[config.mk]
export PLATFORM = sky130hd
export DESIGN_NAME = fls16_frame_core
export DESIGN_NICKNAME = d
export VERILOG_FILES = /design/src/design/fls16_pkg.sv /design/src/design/fls16_frame_core.sv
export SDC_FILE = /design/constraint.sdc
export NUM_CORES = 1
export LEC_CHECK = 0
export ABC_AREA = 1
export BUFFER_PORTS_ARGS = -buffer_cell sky130_fd_sc_hd__buf_2
export CORE_ASPECT_RATIO = 1.75
export CORE_MARGIN = 2
export CORE_UTILIZATION = 30
export CTS_BUF_LIST = sky130_fd_sc_hd__clkbuf_2
export DETAILED_ROUTE_END_ITERATION = 8
export PLACE_DENSITY = 0.51
export SLEW_MARGIN = 20
export SYNTH_ARGS = -nofsm -noshare
export SYNTH_HDL_FRONTEND = slang
export SYNTH_SLANG_ARGS = --single-unit
[constraint.sdc]
create_clock -name clk -period 4.45 [get_ports clk]
set_input_delay 0.445 -clock clk [delete_from_list [all_inputs] [get_ports clk]]
set_output_delay 0.445 -clock clk [all_outputs]
set_load 0.01 [all_outputs]
[src/design/fls16_pkg.sv]
`default_nettype none

package fls16_pkg;

  // Frame geometry: header, payload, then two checksum bytes (high first)
  localparam int unsigned FRAME_LEN = 67;

  localparam logic [7:0] LAST_POS  = 8'(FRAME_LEN - 1);
  localparam logic [7:0] CHECK_POS = 8'(FRAME_LEN - 2);

  localparam logic [7:0] HEADER_RESET = 8'd200;

  // Status word returned for every received byte
  typedef struct packed {
    logic [7:0]  byte_echo;
    logic        in_frame;
    logic [7:0]  frame_index;
    logic        frame_end;
    logic        frame_ok;
    logic [15:0] header_errors;
    logic [15:0] checksum_errors;
  } status_t;

endpackage

`default_nettype wire

[src/design/fls16_frame_core.sv]
`default_nettype none

module fls16_frame_core (
  input  wire logic            clk,
  input  wire logic            rst,
  input  wire logic            fire,
  input  wire logic [7:0]      rx_byte,
  input  wire logic [7:0]      header_byte,
  output fls16_pkg::status_t   res
);
  import fls16_pkg::*;

  logic        reading;
  logic [7:0]  byte_count;
  logic [15:0] running_sum;
  logic [7:0]  check_high;
  logic [15:0] hdr_cnt;
  logic [15:0] chk_cnt;

  logic        reading_next;
  logic [7:0]  byte_count_next;
  logic [15:0] running_sum_next;
  logic [7:0]  check_high_next;
  logic [15:0] hdr_cnt_next;
  logic [15:0] chk_cnt_next;

  // Frame tracking and checksum compare for the byte at the head
  always_comb begin
    reading_next     = reading;
    byte_count_next  = byte_count;
    running_sum_next = running_sum;
    check_high_next  = check_high;
    hdr_cnt_next     = hdr_cnt;
    chk_cnt_next     = chk_cnt;

    res.byte_echo   = rx_byte;
    res.in_frame    = 1'b0;
    res.frame_index = 8'd0;
    res.frame_end   = 1'b0;
    res.frame_ok    = 1'b0;

    if (!reading) begin
      if (rx_byte == header_byte) begin
        reading_next     = 1'b1;
        byte_count_next  = 8'd1;
        running_sum_next = {8'd0, rx_byte};
        check_high_next  = 8'd0;
        res.in_frame     = 1'b1;
      end else begin
        hdr_cnt_next = hdr_cnt + 16'd1;
      end
    end else begin
      res.in_frame    = 1'b1;
      res.frame_index = byte_count;
      if (byte_count >= LAST_POS) begin
        // Last byte: low half of the checksum
        res.frame_end = 1'b1;
        if ({check_high, rx_byte} == running_sum) begin
          res.frame_ok = 1'b1;
        end else begin
          chk_cnt_next = chk_cnt + 16'd1;
        end
        reading_next    = 1'b0;
        byte_count_next = 8'd0;
      end else begin
        if (byte_count == CHECK_POS) begin
          check_high_next = rx_byte;
        end else begin
          running_sum_next = running_sum + {8'd0, rx_byte};
        end
        byte_count_next = byte_count + 8'd1;
      end
    end

    res.header_errors   = hdr_cnt_next;
    res.checksum_errors = chk_cnt_next;
  end

  // Advance the frame state once per byte passed on
  always_ff @(posedge clk) begin
    if (rst) begin
      reading     <= 1'b0;
      byte_count  <= 8'd0;
      running_sum <= 16'd0;
      check_high  <= 8'd0;
      hdr_cnt     <= 16'd0;
      chk_cnt     <= 16'd0;
    end else if (fire) begin
      reading     <= reading_next;
      byte_count  <= byte_count_next;
      running_sum <= running_sum_next;
      check_high  <= check_high_next;
      hdr_cnt     <= hdr_cnt_next;
      chk_cnt     <= chk_cnt_next;
    end
  end

  a_end_in_frame: assert property (@(posedge clk) disable iff (rst)
    res.frame_end |-> res.in_frame)
    else $error("frame end reported outside a frame");

  a_ok_on_end: assert property (@(posedge clk) disable iff (rst)
    res.frame_ok |-> res.frame_end)
    else $error("checksum pass reported before the last byte");

  a_count_range: assert property (@(posedge clk) disable iff (rst)
    reading |-> (byte_count != 8'd0) && (byte_count <= LAST_POS))
    else $error("byte count out of range inside a frame");

  a_hdr_count: assert property (@(posedge clk) disable iff (rst)
    fire && !res.in_frame |=> hdr_cnt == $past(hdr_cnt) + 16'd1)
    else $error("rejected byte did not bump the header error count");

endmodule

`default_nettype wire

==> reports/metrics.json <==
{
  "cts_setup_buffers": {"value": 0},
  "gp_congestion": {"value": 0.859},
  "chipHeight": {"value": 171, "unit": "microns"},
  "final-seq-area": {"value": 0.00130, "unit": "sq mm"},
  "syn2layout_area_growth": {"value": 9.96, "unit": "%"},
  "clockBufferDepth": {"value": 2},
  "io_buffers": {"value": 69},
  "critical_path.endpoint_type": {"value": "output pin"},
  "drv_slew": {"value": 0},
  "detail_route.drc_violations": {"value": 0},
  "power-per-cell-area": {"value": 213, "unit": "mW/mm^2"},
  "synth_top_area_share": {"value": 27.2, "unit": "%"},
  "clock-skew-final": {"value": 0.0380, "unit": "ns"},
  "die_span_x": {"value": 99.4, "unit": "microns"},
  "reported_max_cap_violation_count": {"value": 0},
  "synthDistinctLibCells": {"value": 40},
  "cts_tree": {"value": "done"},
  "critical_path.cell_chain": {"value": "ha_1 -> nor2_1 -> nand3_1 -> nor2_1 -> nand2_1 -> nor2_4 -> nor2_2 -> nand4_1 -> nand2_1 -> buf_2"},
  "post_synth_inst_count": {"value": 779},
  "tightest_slew": {"value": 0.834, "unit": "ns"},
  "worst_hold_slack": {"value": 0.221, "unit": "ns"},
  "tns": {"value": 0, "unit": "ns"},
  "hold_path_class": {"value": "input port to register"},
  "setup.reg_to_reg.worst_slack": {"value": 2.15, "unit": "ns"},
  "antenna_found_initial": {"value": 1},
  "numCtsBuffers": {"value": 9},
  "slew-limit-headroom": {"value": 44.4, "unit": "%"},
  "total_wirelength": {"value": 14.4, "unit": "mm"},
  "cp.buffers_inverters": {"value": 1},
  "timing.final.crit_period": {"value": 3.10, "unit": "ns"},
  "routed-via-count": {"value": 4914},
  "p_leak": {"value": 2.56, "unit": "nW"},
  "filler_cell_count": {"value": 1838},
  "worst_path_largest_cell_delay": {"value": 0.47, "unit": "ns"},
  "placeable_core_region": {"value": 0.0157, "unit": "sq mm"},
  "holdBufCountCts": {"value": 0},
  "globalRouteOverflowTotal": {"value": 0},
  "startpoint_type": {"value": "register"},
  "final-hold-violation-count": {"value": 0},
  "first_global_vias": {"value": 4682},
  "max_freq": {"value": 322, "unit": "MHz"},
  "crit_required": {"value": 4.01, "unit": "ns"},
  "grt_max_degree": {"value": 40},
  "vdd.ir_drop.worst": {"value": 0.0000798, "unit": "V"},
  "tritoncts_num_sinks": {"value": 65},
  "critPathArrivalTime": {"value": 2.66, "unit": "ns"},
  "drt_pre_antenna_iters": {"value": 4},
  "grt_setup_unrepaired": {"value": "false"},
  "synthTopCellsByArea": {"value": "dfxtp_1 (27%), nand2_1 (17%), inv_1 (9.0%), nand3_1 (6.9%), a21oi_1 (6.8%)"},
  "per_cell_via_count_in_the_routed_design": {"value": 4.80},
  "multi_input_area": {"value": 0.00282, "unit": "sq mm"},
  "syn-mean-instance-area": {"value": 6.13, "unit": "sq um"},
  "cts_max_level": {"value": 3},
  "final_setup_violations": {"value": 0},
  "dpl.hpwl": {"value": 10.9, "unit": "mm"},
  "detail_route.iter0.violations": {"value": 189},
  "routedWlPerCell": {"value": 14.0, "unit": "microns"},
  "stdcell_count": {"value": 1023},
  "initial_standard_cell_utilization_of_the_core": {"value": 30.4, "unit": "%"},
  "design.final.nets": {"value": 861},
  "post_cts_resize_count": {"value": 0},
  "worst_path_max_delay_cell": {"value": "nor2_2"},
  "floorplan.die_area": {"value": 0.0170, "unit": "sq mm"},
  "placementRows": {"value": 61},
  "clkLatencyLatePin": {"value": 0.53, "unit": "ns"},
  "design.portCount": {"value": 70},
  "timing_worst_setup_path_type": {"value": "register to output pin"},
  "post_placement_cell_count": {"value": 1006},
  "synth_top_cell_by_area": {"value": "dfxtp_1"},
  "critical_path.top_delay_family": {"value": "simple AND/OR/NAND/NOR gates"},
  "ant_nets": {"value": 0},
  "groute.usage.overall": {"value": 17.3, "unit": "%"},
  "ratio_of_cells_with_drive_above_1_in_the_final_layout": {"value": 14.3, "unit": "%"},
  "grt_pass1_wl": {"value": 23.1, "unit": "mm"},
  "period_share": {"value": 69.8, "unit": "%"},
  "total_of_flip_flops_plus_latches_after_synthesis": {"value": 65},
  "synth_fp_nets": {"value": 812},
  "yosys_warnings": {"value": 0},
  "clkSlewWorstSetupHoldPaths": {"value": 0.19, "unit": "ns"},
  "worst-path-max-fanout": {"value": 13},
  "synth_area": {"value": 0.00478, "unit": "sq mm"},
  "clk_root_buffer_cell": {"value": "clkbuf_2"},
  "outcome": {"value": "finished clean"},
  "synth_sequential_area_ratio": {"value": 27.2, "unit": "%"}
}
==> layer usage <==
layer	up-vias	part of all wire, %	track usage, %
met3	26	3.9	2.66
met5	-	0	0
met4	0	2.7	7.62
met2	103	55	33.3
li1	2571	-	-
met1	2214	39	18.1
==> final cells by class <==
class / count / area share (%)
timing repair buffer: 71 / 6.86
antenna: 1 / 0.0477
inverter: 120 / 8.58
tap: 189 / 4.50
clock buffer: 12 / 1.14
multi-input combinational: 561 / 53.7
clock inverter: 4 / 0.381
sequential: 65 / 24.8
==> report_power, final <==
group          switching [W]  internal (W)  leakage, nW
combinational       0.000122     0.0000657         1.97
sequential         0.0000189      0.000603        0.530
clock               0.000232     0.0000760       0.0570
==> cell families (layout without fill, tap and decap cells) <==
kind of cell               count (synthesis)  count (layout)  synth area share (%)
and+or+nand+nor                          398             398                  37.1
buffers and inverters                    153             207                  13.7
AOI/OAI and AO/OA                        127             127                  13.9
DFF                                       65              65                  27.2
xor gates and xnor gates                  22              22                  4.19
adders and majority gates                 14              14                  3.83
other                                      0               1                     0
==> per-stage QoR <==
step	total power, W	utilization (%)	area [sq um]	worst slack, ns
floorplan	0.000757	-	4780	2.24
global placement	0.000824	32.9	5170	1.66
detailed placement	0.000824	32.9	5170	1.63
CTS	0.00114	33.4	5250	1.27
global route	0.00119	33.4	5250	1.00
finish	0.00112	33.4	5250	1.35
==> synth_stat cells, drive strengths merged <==
cell type,number
a21oi,66
buf,20
clkbuf,13
clkinv,1
dfxtp,65
fa,1
ha,13
inv,119
nand2,217
nand3,70
nand3b,1
nand4,16
nor2,73
nor3,17
nor4,2
o211ai,1
o21ai,58
o21bai,1
o31ai,1
or2,2
xnor2,11
xor2,11
==> sequential cells by signal, summed over array words and instances, names as in the netlist <==
| name | cells |
|---|---|
| hdr_cnt | 16 |
| byte_count | 8 |
| running_sum | 16 |
| reading | 1 |
| chk_cnt | 16 |
| check_high | 8 |
==> final timing paths <==
| path | from | depth (start not counted) | end |
|---|---|---|---|
| setup / recovery | running_sum[3] | 10 | res[14] |
| hold / removal | rx_byte[2] | 3 | check_high[2] |
| setup reg to reg | reading | 6 | running_sum[11] |
| hold reg to reg | running_sum[7] | 2 | running_sum[7] |
==> worst reg2reg max path: stages, from the launching register on <==
cell	delay (ns)
dfxtp_1	0.37
inv_1	0.36
nand2_4	0.35
nand2_2	0.28
nor2_4	0.52
nand3_1	0.14
a21oi_1	0.18
==> layout by cell type, fill, tap and decap left out, drive strengths merged, types with 2 or more instances in the layout <==
| master | Yosys | final |
|---|---|---|
| or2 | 2 | 2 |
| nand3 | 70 | 70 |
| clkbuf | 13 | 12 |
| inv | 119 | 119 |
| nand2 | 217 | 217 |
| o21ai | 58 | 58 |
| clkinv | 1 | 4 |
| nand4 | 16 | 16 |
| xor2 | 11 | 11 |
| nor3 | 17 | 17 |
| dfxtp | 65 | 65 |
| nor2 | 73 | 73 |
| ha | 13 | 13 |
| a21oi | 66 | 66 |
| buf | 20 | 71 |
| xnor2 | 11 | 11 |
| nor4 | 2 | 2 |
No activity file was read; power rests on OpenSTA's default activity.
